===== config.mk =====
export PLATFORM = sky130hd
export DESIGN_NAME = protobuf_wire_stream_parser
export DESIGN_NICKNAME = d
export VERILOG_FILES = /design/src/pwsp_pkg.sv /design/src/pwsp_front.sv /design/src/pwsp_queue.sv /design/src/pwsp_back.sv /design/src/protobuf_wire_stream_parser.sv
export VERILOG_INCLUDE_DIRS = /design/src /design/src/src
export SDC_FILE = /design/constraint.sdc
export NUM_CORES = 1
export LEC_CHECK = 0
export ABC_AREA = 1
export BUFFER_PORTS_ARGS = -buffer_cell sky130_fd_sc_hd__buf_2
export CAP_MARGIN = 25
export CELL_PAD_IN_SITES_DETAIL_PLACEMENT = 0
export CELL_PAD_IN_SITES_GLOBAL_PLACEMENT = 2
export CORE_MARGIN = 4
export CORE_UTILIZATION = 40
export CTS_BUF_LIST = sky130_fd_sc_hd__clkbuf_16
export CTS_CLUSTER_SIZE = 12
export DETAILED_ROUTE_END_ITERATION = 12
export GPL_ROUTABILITY_DRIVEN = 1
export PLACE_DENSITY_LB_ADDON = 0.1
export SYNTH_ARGS = -nofsm -noshare
export SYNTH_HDL_FRONTEND = slang
export SYNTH_SLANG_ARGS = --single-unit
export TNS_END_PERCENT = 1

===== constraint.sdc =====
create_clock -name clk -period 30.6 [get_ports clk]
set_input_delay 6.12 -clock clk [delete_from_list [all_inputs] [get_ports clk]]
set_output_delay 6.12 -clock clk [all_outputs]
set_load 0.01 [all_outputs]

===== src/protobuf_wire_stream_parser_macros.svh =====
// Assertion helpers shared by the parser modules.
// Each macro expects clk and arst_n in the scope where it is used.
`ifndef PROTOBUF_WIRE_STREAM_PARSER_MACROS_SVH
`define PROTOBUF_WIRE_STREAM_PARSER_MACROS_SVH

// Consequent must hold in the same cycle as the antecedent.
`define PWSP_ASSERT_NOW(label, ante, cons, msg) \
	label: assert property (@(posedge clk) disable iff (!arst_n) (ante) |-> (cons)) \
		else $error(msg);

// Consequent must hold in the cycle after the antecedent.
`define PWSP_ASSERT_NEXT(label, ante, cons, msg) \
	label: assert property (@(posedge clk) disable iff (!arst_n) (ante) |=> (cons)) \
		else $error(msg);

`endif


===== src/pwsp_pkg.sv =====
package pwsp_pkg;

	// Longest varint accepted; a continuation bit on this byte is an error.
	localparam int unsigned VARINT_MAX_BYTES = 10;

	// Result kinds.
	localparam logic [1:0] KIND_FIELD = 2'd0;
	localparam logic [1:0] KIND_END   = 2'd1;
	localparam logic [1:0] KIND_ERROR = 2'd2;

	// Status codes.
	localparam logic [2:0] ST_OK       = 3'd0;
	localparam logic [2:0] ST_GROUP    = 3'd1;
	localparam logic [2:0] ST_UNKNOWN  = 3'd2;
	localparam logic [2:0] ST_TRUNC    = 3'd3;
	localparam logic [2:0] ST_OVERLONG = 3'd4;

	// Wire types.
	localparam logic [2:0] WT_VARINT  = 3'd0;
	localparam logic [2:0] WT_FIXED64 = 3'd1;
	localparam logic [2:0] WT_LEN     = 3'd2;
	localparam logic [2:0] WT_SGROUP  = 3'd3;
	localparam logic [2:0] WT_EGROUP  = 3'd4;
	localparam logic [2:0] WT_FIXED32 = 3'd5;

	// Everything one input word causes: an optional field record and an
	// optional trailing end or error record.
	typedef struct packed {
		logic        rec_v;
		logic        tail_v;
		logic [1:0]  tail_kind;
		logic [2:0]  tail_status;
		logic        tail_fnz;
		logic [28:0] fn;
		logic [2:0]  wt;
		logic [63:0] value;
		logic [31:0] offset;
		logic [63:0] end_len;
	} pwsp_entry_t;

endpackage


===== src/pwsp_front.sv =====
`include "protobuf_wire_stream_parser_macros.svh"

module pwsp_front import pwsp_pkg::*; #(
	parameter int unsigned POS_BITS = 32
) (
	input  logic        clk,
	input  logic        arst_n,
	input  logic        in_valid,
	input  logic [7:0]  in_byte,
	input  logic        last_byte,
	input  logic        full,
	output logic        push,
	output pwsp_entry_t entry
);

	localparam logic [2:0] PH_TAG     = 3'd0;
	localparam logic [2:0] PH_VARINT  = 3'd1;
	localparam logic [2:0] PH_FIXED   = 3'd2;
	localparam logic [2:0] PH_LENGTH  = 3'd3;
	localparam logic [2:0] PH_PAYLOAD = 3'd4;

	logic [2:0]          phase_q, phase_n;
	logic [63:0]         acc_q, acc_n;
	logic [3:0]          cnt_q, cnt_n;
	logic [28:0]         fn_q, fn_n;
	logic [2:0]          wt_q, wt_n;
	logic [31:0]         left_q, left_n;
	logic [POS_BITS-1:0] pos_q, pos_inc;
	logic                err_q;

	logic        accept;
	logic [6:0]  sh;
	logic [63:0] vshift, fshift, tag_word;
	logic [3:0]  cnt_inc, fcnt, fneed;
	logic        v_done, v_over;
	logic [2:0]  err_code;
	logic        rec_v;
	logic [63:0] rec_val;
	logic [31:0] rec_off;

	assign accept  = in_valid && !full;
	assign pos_inc = pos_q + 1'b1;

	// Byte lane arithmetic for varints and fixed-width values.
	always_comb begin
		sh       = 7'(cnt_q) * 7'd7;
		vshift   = {57'd0, in_byte[6:0]} << sh;
		cnt_inc  = cnt_q + 4'd1;
		v_done   = !in_byte[7];
		v_over   = in_byte[7] && (cnt_inc >= 4'(VARINT_MAX_BYTES));
		fshift   = {56'd0, in_byte} << {cnt_q[2:0], 3'b000};
		fcnt     = {1'b0, cnt_q[2:0]} + 4'd1;
		fneed    = (wt_q == WT_FIXED64) ? 4'd8 : 4'd4;
		tag_word = acc_q | vshift;
	end

	// Decode step: next state and the record this word completes.
	always_comb begin
		phase_n  = phase_q;
		acc_n    = acc_q;
		cnt_n    = cnt_q;
		fn_n     = fn_q;
		wt_n     = wt_q;
		left_n   = left_q;
		err_code = ST_OK;
		rec_v    = 1'b0;
		rec_val  = acc_q;
		rec_off  = 32'd0;
		unique case (phase_q)
			PH_TAG: begin
				acc_n = tag_word;
				cnt_n = cnt_inc;
				if (v_over) begin
					err_code = ST_OVERLONG;
				end else if (v_done) begin
					fn_n  = tag_word[31:3];
					wt_n  = tag_word[2:0];
					acc_n = 64'd0;
					cnt_n = 4'd0;
					unique case (tag_word[2:0])
						WT_VARINT:              phase_n = PH_VARINT;
						WT_FIXED64, WT_FIXED32: phase_n = PH_FIXED;
						WT_LEN:                 phase_n = PH_LENGTH;
						WT_SGROUP, WT_EGROUP:   err_code = ST_GROUP;
						default:                err_code = ST_UNKNOWN;
					endcase
				end
			end
			PH_VARINT, PH_LENGTH: begin
				acc_n = tag_word;
				cnt_n = cnt_inc;
				if (v_over) begin
					err_code = ST_OVERLONG;
				end else if (v_done) begin
					rec_v   = 1'b1;
					rec_val = tag_word;
					phase_n = PH_TAG;
					if (phase_q == PH_LENGTH) begin
						rec_off = 32'(pos_inc);
						left_n  = (|tag_word[63:32]) ? 32'hFFFF_FFFF : tag_word[31:0];
						if (left_n != 32'd0) begin
							phase_n = PH_PAYLOAD;
						end
					end
					acc_n = 64'd0;
					cnt_n = 4'd0;
				end
			end
			PH_FIXED: begin
				acc_n = acc_q | fshift;
				cnt_n = fcnt;
				if (fcnt >= fneed) begin
					rec_v   = 1'b1;
					rec_val = acc_q | fshift;
					phase_n = PH_TAG;
					acc_n   = 64'd0;
					cnt_n   = 4'd0;
				end
			end
			PH_PAYLOAD: begin
				if (left_q != 32'd0) begin
					left_n = left_q - 32'd1;
				end
				if (left_n == 32'd0) begin
					phase_n = PH_TAG;
				end
			end
			default: begin
				phase_n = PH_TAG;
			end
		endcase
	end

	// Queue entry: the field record plus any end or error record.
	always_comb begin
		entry.rec_v       = rec_v;
		entry.fn          = fn_n;
		entry.wt          = wt_n;
		entry.value       = rec_val;
		entry.offset      = rec_off;
		entry.end_len     = 64'(pos_inc);
		entry.tail_v      = 1'b0;
		entry.tail_kind   = KIND_ERROR;
		entry.tail_status = ST_OK;
		entry.tail_fnz    = 1'b1;
		if (err_code != ST_OK) begin
			entry.tail_v      = 1'b1;
			entry.tail_status = err_code;
			entry.tail_fnz    = !((phase_n != PH_TAG) || (err_code == ST_GROUP) ||
				(err_code == ST_UNKNOWN));
		end else if (last_byte) begin
			entry.tail_v = 1'b1;
			if (phase_n == PH_TAG && cnt_n == 4'd0) begin
				entry.tail_kind = KIND_END;
			end else begin
				entry.tail_status = ST_TRUNC;
				entry.tail_fnz    = (phase_n == PH_TAG);
			end
		end
		push = accept && !err_q && (rec_v || entry.tail_v);
	end

	// Decode state. A marked word returns it to the reset state; an error holds it and drops words until then.
	always_ff @(posedge clk or negedge arst_n) begin
		if (!arst_n) begin
			phase_q <= PH_TAG;
			acc_q   <= '0;
			cnt_q   <= '0;
			fn_q    <= '0;
			wt_q    <= '0;
			left_q  <= '0;
			pos_q   <= '0;
			err_q   <= 1'b0;
		end else if (accept) begin
			if (last_byte) begin
				phase_q <= PH_TAG;
				acc_q   <= '0;
				cnt_q   <= '0;
				fn_q    <= '0;
				wt_q    <= '0;
				left_q  <= '0;
				pos_q   <= '0;
				err_q   <= 1'b0;
			end else if (!err_q) begin
				if (err_code != ST_OK) begin
					err_q <= 1'b1;
				end else begin
					phase_q <= phase_n;
					acc_q   <= acc_n;
					cnt_q   <= cnt_n;
					fn_q    <= fn_n;
					wt_q    <= wt_n;
					left_q  <= left_n;
					pos_q   <= pos_inc;
				end
			end
		end
	end

	`PWSP_ASSERT_NOW(a_push_needs_accept, push, accept, "push without accepted word")

endmodule


===== src/pwsp_queue.sv =====
`include "protobuf_wire_stream_parser_macros.svh"

module pwsp_queue import pwsp_pkg::*; #(
	parameter int unsigned DEPTH = 4
) (
	input  logic        clk,
	input  logic        arst_n,
	input  logic        push,
	input  pwsp_entry_t din,
	input  logic        pop,
	output pwsp_entry_t head,
	output logic        full,
	output logic        empty
);

	localparam int unsigned PTR_W = (DEPTH > 1) ? $clog2(DEPTH) : 1;
	localparam int unsigned CNT_W = $clog2(DEPTH + 1);

	pwsp_entry_t      mem_q [DEPTH];
	logic [PTR_W-1:0] wr_q, rd_q;
	logic [CNT_W-1:0] cnt_q;

	assign full  = (cnt_q == CNT_W'(DEPTH));
	assign empty = (cnt_q == '0);
	assign head  = mem_q[rd_q];

	// Entry storage.
	always_ff @(posedge clk) begin
		if (push) begin
			mem_q[wr_q] <= din;
		end
	end

	// Pointers and fill count.
	always_ff @(posedge clk or negedge arst_n) begin
		if (!arst_n) begin
			wr_q  <= '0;
			rd_q  <= '0;
			cnt_q <= '0;
		end else begin
			if (push) begin
				wr_q <= (wr_q == PTR_W'(DEPTH - 1)) ? '0 : wr_q + 1'b1;
			end
			if (pop) begin
				rd_q <= (rd_q == PTR_W'(DEPTH - 1)) ? '0 : rd_q + 1'b1;
			end
			if (push && !pop) begin
				cnt_q <= cnt_q + 1'b1;
			end else if (pop && !push) begin
				cnt_q <= cnt_q - 1'b1;
			end
		end
	end

	`PWSP_ASSERT_NOW(a_no_overflow, push, !full, "queue written while full")
	`PWSP_ASSERT_NOW(a_no_underflow, pop, !empty, "queue read while empty")
	`PWSP_ASSERT_NEXT(a_push_fills, push && !pop, !empty, "queue empty after write")

endmodule


===== src/pwsp_back.sv =====
`include "protobuf_wire_stream_parser_macros.svh"

module pwsp_back import pwsp_pkg::*; (
	input  logic        clk,
	input  logic        arst_n,
	input  pwsp_entry_t head,
	input  logic        empty,
	output logic        pop,
	output logic        out_valid,
	input  logic        out_stall,
	output logic [1:0]  kind,
	output logic [28:0] fld_num,
	output logic [2:0]  wtype,
	output logic [63:0] value,
	output logic [31:0] payload_offset,
	output logic [2:0]  status,
	output logic        last_of_step
);

	logic        valid_q;
	logic        half_q;
	logic        load, emit, pick_rec;
	logic [1:0]  kind_q;
	logic [28:0] fn_q;
	logic [2:0]  wt_q;
	logic [63:0] value_q;
	logic [31:0] off_q;
	logic [2:0]  status_q;
	logic        last_q;

	assign load     = !valid_q || !out_stall;
	assign emit     = load && !empty;
	assign pick_rec = head.rec_v && !half_q;
	assign pop      = emit && (!pick_rec || !head.tail_v);

	// Output register valid and the record-or-tail selector.
	always_ff @(posedge clk or negedge arst_n) begin
		if (!arst_n) begin
			valid_q <= 1'b0;
			half_q  <= 1'b0;
		end else begin
			if (load) begin
				valid_q <= emit;
			end
			if (emit) begin
				half_q <= pick_rec && head.tail_v;
			end
		end
	end

	// Output payload: the field record first, then the end or error record.
	always_ff @(posedge clk) begin
		if (emit) begin
			if (pick_rec) begin
				kind_q   <= KIND_FIELD;
				fn_q     <= head.fn;
				wt_q     <= head.wt;
				value_q  <= head.value;
				off_q    <= head.offset;
				status_q <= ST_OK;
				last_q   <= !head.tail_v;
			end else begin
				kind_q   <= head.tail_kind;
				fn_q     <= head.tail_fnz ? 29'd0 : head.fn;
				wt_q     <= head.tail_fnz ? 3'd0 : head.wt;
				value_q  <= (head.tail_kind == KIND_END) ? head.end_len : 64'd0;
				off_q    <= 32'd0;
				status_q <= head.tail_status;
				last_q   <= 1'b1;
			end
		end
	end

	assign out_valid      = valid_q;
	assign kind           = kind_q;
	assign fld_num        = fn_q;
	assign wtype          = wt_q;
	assign value          = value_q;
	assign payload_offset = off_q;
	assign status         = status_q;
	assign last_of_step   = last_q;

	`PWSP_ASSERT_NOW(a_half_has_tail, half_q, !empty && head.rec_v && head.tail_v,
		"second record selected without a pending tail")
	`PWSP_ASSERT_NOW(a_pop_on_emit, pop, emit, "entry dropped without output")

endmodule


===== src/protobuf_wire_stream_parser.sv =====
// Channel | Direction | Handshake            | Word contents
// input   | in        | in_valid / in_stall   | in_byte, last_byte
// output  | out       | out_valid / out_stall | kind, fld_num, wtype, value,
//         |           |                       | payload_offset, status, last_of_step
//
// One byte is accepted per cycle while the result queue has room.
// A result passes through the queue and then the output register; the output register
// sends one result per cycle unless stalled, so a byte with two results sends two words.
// Reset clears the decode state, the queue and the output register; no clearing pass.
// Output stalls back up into the queue (QUEUE_DEPTH entries) and then stall the input.
module protobuf_wire_stream_parser import pwsp_pkg::*; #(
	parameter int unsigned POS_BITS    = 32,
	parameter int unsigned QUEUE_DEPTH = 4
) (
	input  logic        clk,
	input  logic        arst_n,
	input  logic        in_valid,
	output logic        in_stall,
	input  logic [7:0]  in_byte,
	input  logic        last_byte,
	output logic        out_valid,
	input  logic        out_stall,
	output logic [1:0]  kind,
	output logic [28:0] fld_num,
	output logic [2:0]  wtype,
	output logic [63:0] value,
	output logic [31:0] payload_offset,
	output logic [2:0]  status,
	output logic        last_of_step
);

	pwsp_entry_t q_din, q_head;
	logic        q_push, q_pop, q_full, q_empty;

	assign in_stall = q_full;

	// Byte decoder.
	pwsp_front #(
		.POS_BITS(POS_BITS)
	) u_front (
		.clk      (clk),
		.arst_n   (arst_n),
		.in_valid (in_valid),
		.in_byte  (in_byte),
		.last_byte(last_byte),
		.full     (q_full),
		.push     (q_push),
		.entry    (q_din)
	);

	// Result queue between decoder and output.
	pwsp_queue #(
		.DEPTH(QUEUE_DEPTH)
	) u_queue (
		.clk   (clk),
		.arst_n(arst_n),
		.push  (q_push),
		.din   (q_din),
		.pop   (q_pop),
		.head  (q_head),
		.full  (q_full),
		.empty (q_empty)
	);

	// Record serializer and output register.
	pwsp_back u_back (
		.clk           (clk),
		.arst_n        (arst_n),
		.head          (q_head),
		.empty         (q_empty),
		.pop           (q_pop),
		.out_valid     (out_valid),
		.out_stall     (out_stall),
		.kind          (kind),
		.fld_num       (fld_num),
		.wtype         (wtype),
		.value         (value),
		.payload_offset(payload_offset),
		.status        (status),
		.last_of_step  (last_of_step)
	);

endmodule


==> flow_metrics.env <==
export IMPL_status="completed"
export IMPL_synth_seq_cells=983
export IMPL_syn_area_um2=43000
export IMPL_cts_path_max_buffers=3
export IMPL_clk_pin_slew_ps=60
export IMPL_nNetsFinal=4207
export IMPL_grt_max_degree=129
export IMPL_internal_power_mw=2.89
export IMPL_grt_pass1_vias=28900
export IMPL_ys_warn_count=0
export IMPL_diodes=0
export IMPL_antenna_found_initial=1
export IMPL_worst_pin_slew_ps=1070
export IMPL_grt_pass1_wl_mm=195
export IMPL_crit_chain="buf_2, nor2_4, buf_4, nand2_1, nor2_1, a31oi_4, nand2_1, inv_1, nand4_1, nand3_1, nor2_4, buf_4, buf_4, buf_4"
export IMPL_ys_seq_area_share_pct=66.6
export IMPL_fmax_mhz=96.3
export IMPL_peakVddDrop_mv=0.0783
export IMPL_muxShareOfSynthArea_pct=0.0262
export IMPL_core_area_um2=106000
export IMPL_p_switching_mw=1.94
export IMPL_critical_path_max_stage_delay_ps=750
export IMPL_fin_crit_sh_pct=33.9
export IMPL_combinationalPowerShare_pct=36.7
export IMPL_endpoint_kind="flop"
export IMPL_fin_crit_ps=10390
export IMPL_dp_cells=5466
export IMPL_switching_share_pct=40.1
export IMPL_drive_gt1_share_pct=9.40
export IMPL_netlist_instances=4104
export IMPL_drc_errors=0
export IMPL_start_kind="input pin"
export IMPL_required_ps=30890
export IMPL_syn_nets=4130
export IMPL_layout_commonest_cell="edfxtp_1"
export IMPL_syn2layout_area_growth_pct=12.1
export IMPL_chipHeight_um=336
export IMPL_critical_path_top_delay_family="buffers and inverters"
export IMPL_cts_htree_levels=3
export IMPL_vias_per_cell=5.32
export IMPL_clkPwrFrac_pct=24.3
export IMPL_cp_buffers_inverters=6
export IMPL_slowest_stage="buf_4"
export IMPL_cts_sinks=983
export IMPL_ant_nets=0
export IMPL_die_x_um=336
export IMPL_grt_setup_unrepaired="false"
export IMPL_most_common_layout_cells="edfxtp_1 (806), nor2_1 (706), o21ai_0 (602)"
export IMPL_clk_latency_ps=690
export IMPL_post_cts_setup_buffers=0
export IMPL_synth_compound_area_share_pct=12.5
export IMPL_num_rows=119
export IMPL_clock_skew_ps=30.4
export IMPL_syn_avg_cell_area_um2=10.5
export IMPL_path_class="input pin to flop"
export IMPL_cts_resized=0
export IMPL_ys_flop_type="edfxtp_1"
export IMPL_critPathMaxFanout=54
export IMPL_slew_viol_final=0
export IMPL_slew_headroom_pct=27.9
export IMPL_synthSimpleGateAreaFrac_pct=14.6
export IMPL_fin_cells=5658
export IMPL_pwr_share_seq_pct=39.0
export IMPL_wl_mm=131
export IMPL_io_pin_count=149
export IMPL_dieArea_um2=113000
export IMPL_async_reset_ff_share_pct=18.0
export IMPL_fin_tns_setup_ps=0
export IMPL_hold_viol_final=0
export IMPL_crit_top_cell="buf_4"
export IMPL_setup_viol=0
export IMPL_drtIter0Drc=2569
export IMPL_first_pass_iters=6
export IMPL_gp_congestion=0.851
export IMPL_wire_per_inst_um=23.2
export IMPL_io_buffers=148
export IMPL_num_vias=30100
export IMPL_hold_class="flop to flop"
export IMPL_hold_buffers=0
export IMPL_grt_usage_pct=23.1
export IMPL_cts_tree="done"
export IMPL_start_util_pct=40.5
export IMPL_root_buffer="clkbuf_16"
export IMPL_leakagePower_nw=18.3
export IMPL_max_cap_violations=0
export IMPL_arrival_ps=10680
export IMPL_grt_ovfl_total=0
export IMPL_synth_top_family_by_area="simple AND/OR/NAND/NOR gates"
export IMPL_power_density_nw_per_um2=100
export IMPL_hpwl_mm=84.0
export IMPL_synthAdderAreaFrac_pct=0.396
export IMPL_synth_edff_count=806
export IMPL_synth_xor_xnor_area_share_pct=0.815
export IMPL_yosysUniqueCellTypes=53
export IMPL_cts_buffers_inserted=104
==> power by group through the flow <==
stage	Combinational, mW	Sequential, mW	Clock, mW
after global placement	1.80	1.90	0
final	1.77	1.88	1.17
after detailed placement	1.79	1.91	0
after CTS	1.80	1.88	1.20
after floorplan	1.09	1.95	0
after global routing	1.97	1.90	1.26
==> worst min-delay path, stage by stage, from the launching register on <==
cell	delay, ps
dfrtp_1	340
nand2_1	50
nand2_1	60
==> cell type report <==
type                       instances  area (um^2)
inverter                         304         1170
multi-input combinational       2584        12300
clock buffer                     107         2680
tap                             1391         1740
sequential                       983        28600
clock inverter                    85          467
fill                           10000        57900
timing repair buffer             204         1210
==> cell families after synthesis <==
family	after synthesis
DFF	983
and+or+nand+nor	1552
AOI/OAI and AO/OA	978
muxes	1
adders and majority gates	13
buffers and inverters	537
xor gates and xnor gates	40
==> state kept, by name, summed over array words and instances (netlist names), 3 cells and up <==
name / flops
u_queue.cnt_q: 3
u_front.pos_q: 32
u_back.wtype: 3
u_front.acc_q: 64
u_front.phase_q: 3
u_back.status: 3
u_front.fn_q: 29
u_front.left_q: 32
u_back.fld_num: 29
u_front.wt_q: 3
u_back.value: 64
u_back.payload_offset: 32
u_front.cnt_q: 4
u_queue.mem_q: 672
==> routing by layer <==
layer | wire, um | vias up | global-route usage [%]
met4 | 3360 | 0 | 6.48
met1 | 60700 | 14800 | 33.3
met2 | 61300 | 756 | 37.2
met5 | 0 | - | 0
li1 | - | 14400 | -
met3 | 6100 | 162 | 2.54
==> cells in the mapped netlist (all sizes together) (12+ instances only) <==
library cell	count	area, um^2
clkbuf	165	619
ha	12	150
inv	298	1130
o211ai	47	353
nand2	602	2280
buf	68	388
dfrtp	177	4430
nor3	47	245
o22ai	102	638
nand4	27	169
nand3	130	656
o21ai	637	3270
edfxtp	806	24200
xor2	32	280
a21oi	159	822
o221ai	16	140
nor2	726	2810
==> stage by stage <==
step | instance area [um^2] | power (mW) | hold WS, ps | setup WS [ps] | utilization [%]
final | 48200 | 4.83 | 483 | 20210 | 45.4
after global routing | 48200 | 5.14 | 513 | 19910 | 45.4
after CTS | 48200 | 4.89 | 484 | 20210 | 45.4
after detailed placement | 45000 | 3.70 | 466 | 19480 | 42.5
after global placement | 45000 | 3.70 | 466 | 18790 | 42.4
after floorplan | 43000 | 3.03 | 449 | 15640 | -
==> worst paths after layout <==
check	from	endpoint	slack, ps	cells after the start
setup / recovery	in_byte[7]	u_queue.mem_q[3][134]$_DFFE_PP_	20210	14
hold / removal	u_front.fn_q[3]$_DFFE_PN0P_	u_front.fn_q[3]$_DFFE_PN0P_	480	2
setup reg to reg	u_front.cnt_q[2]$_DFFE_PN0P_	u_queue.mem_q[3][134]$_DFFE_PP_	24640	15
hold reg to reg	u_front.fn_q[3]$_DFFE_PN0P_	u_front.fn_q[3]$_DFFE_PN0P_	480	2
max in group asynchronous	arst_n	u_front.acc_q[18]$_DFFE_PN0P_	23610	2
min in group asynchronous	arst_n	u_front.left_q[27]$_DFFE_PN0P_	5460	1
Power figures use the tool's default switching activity.
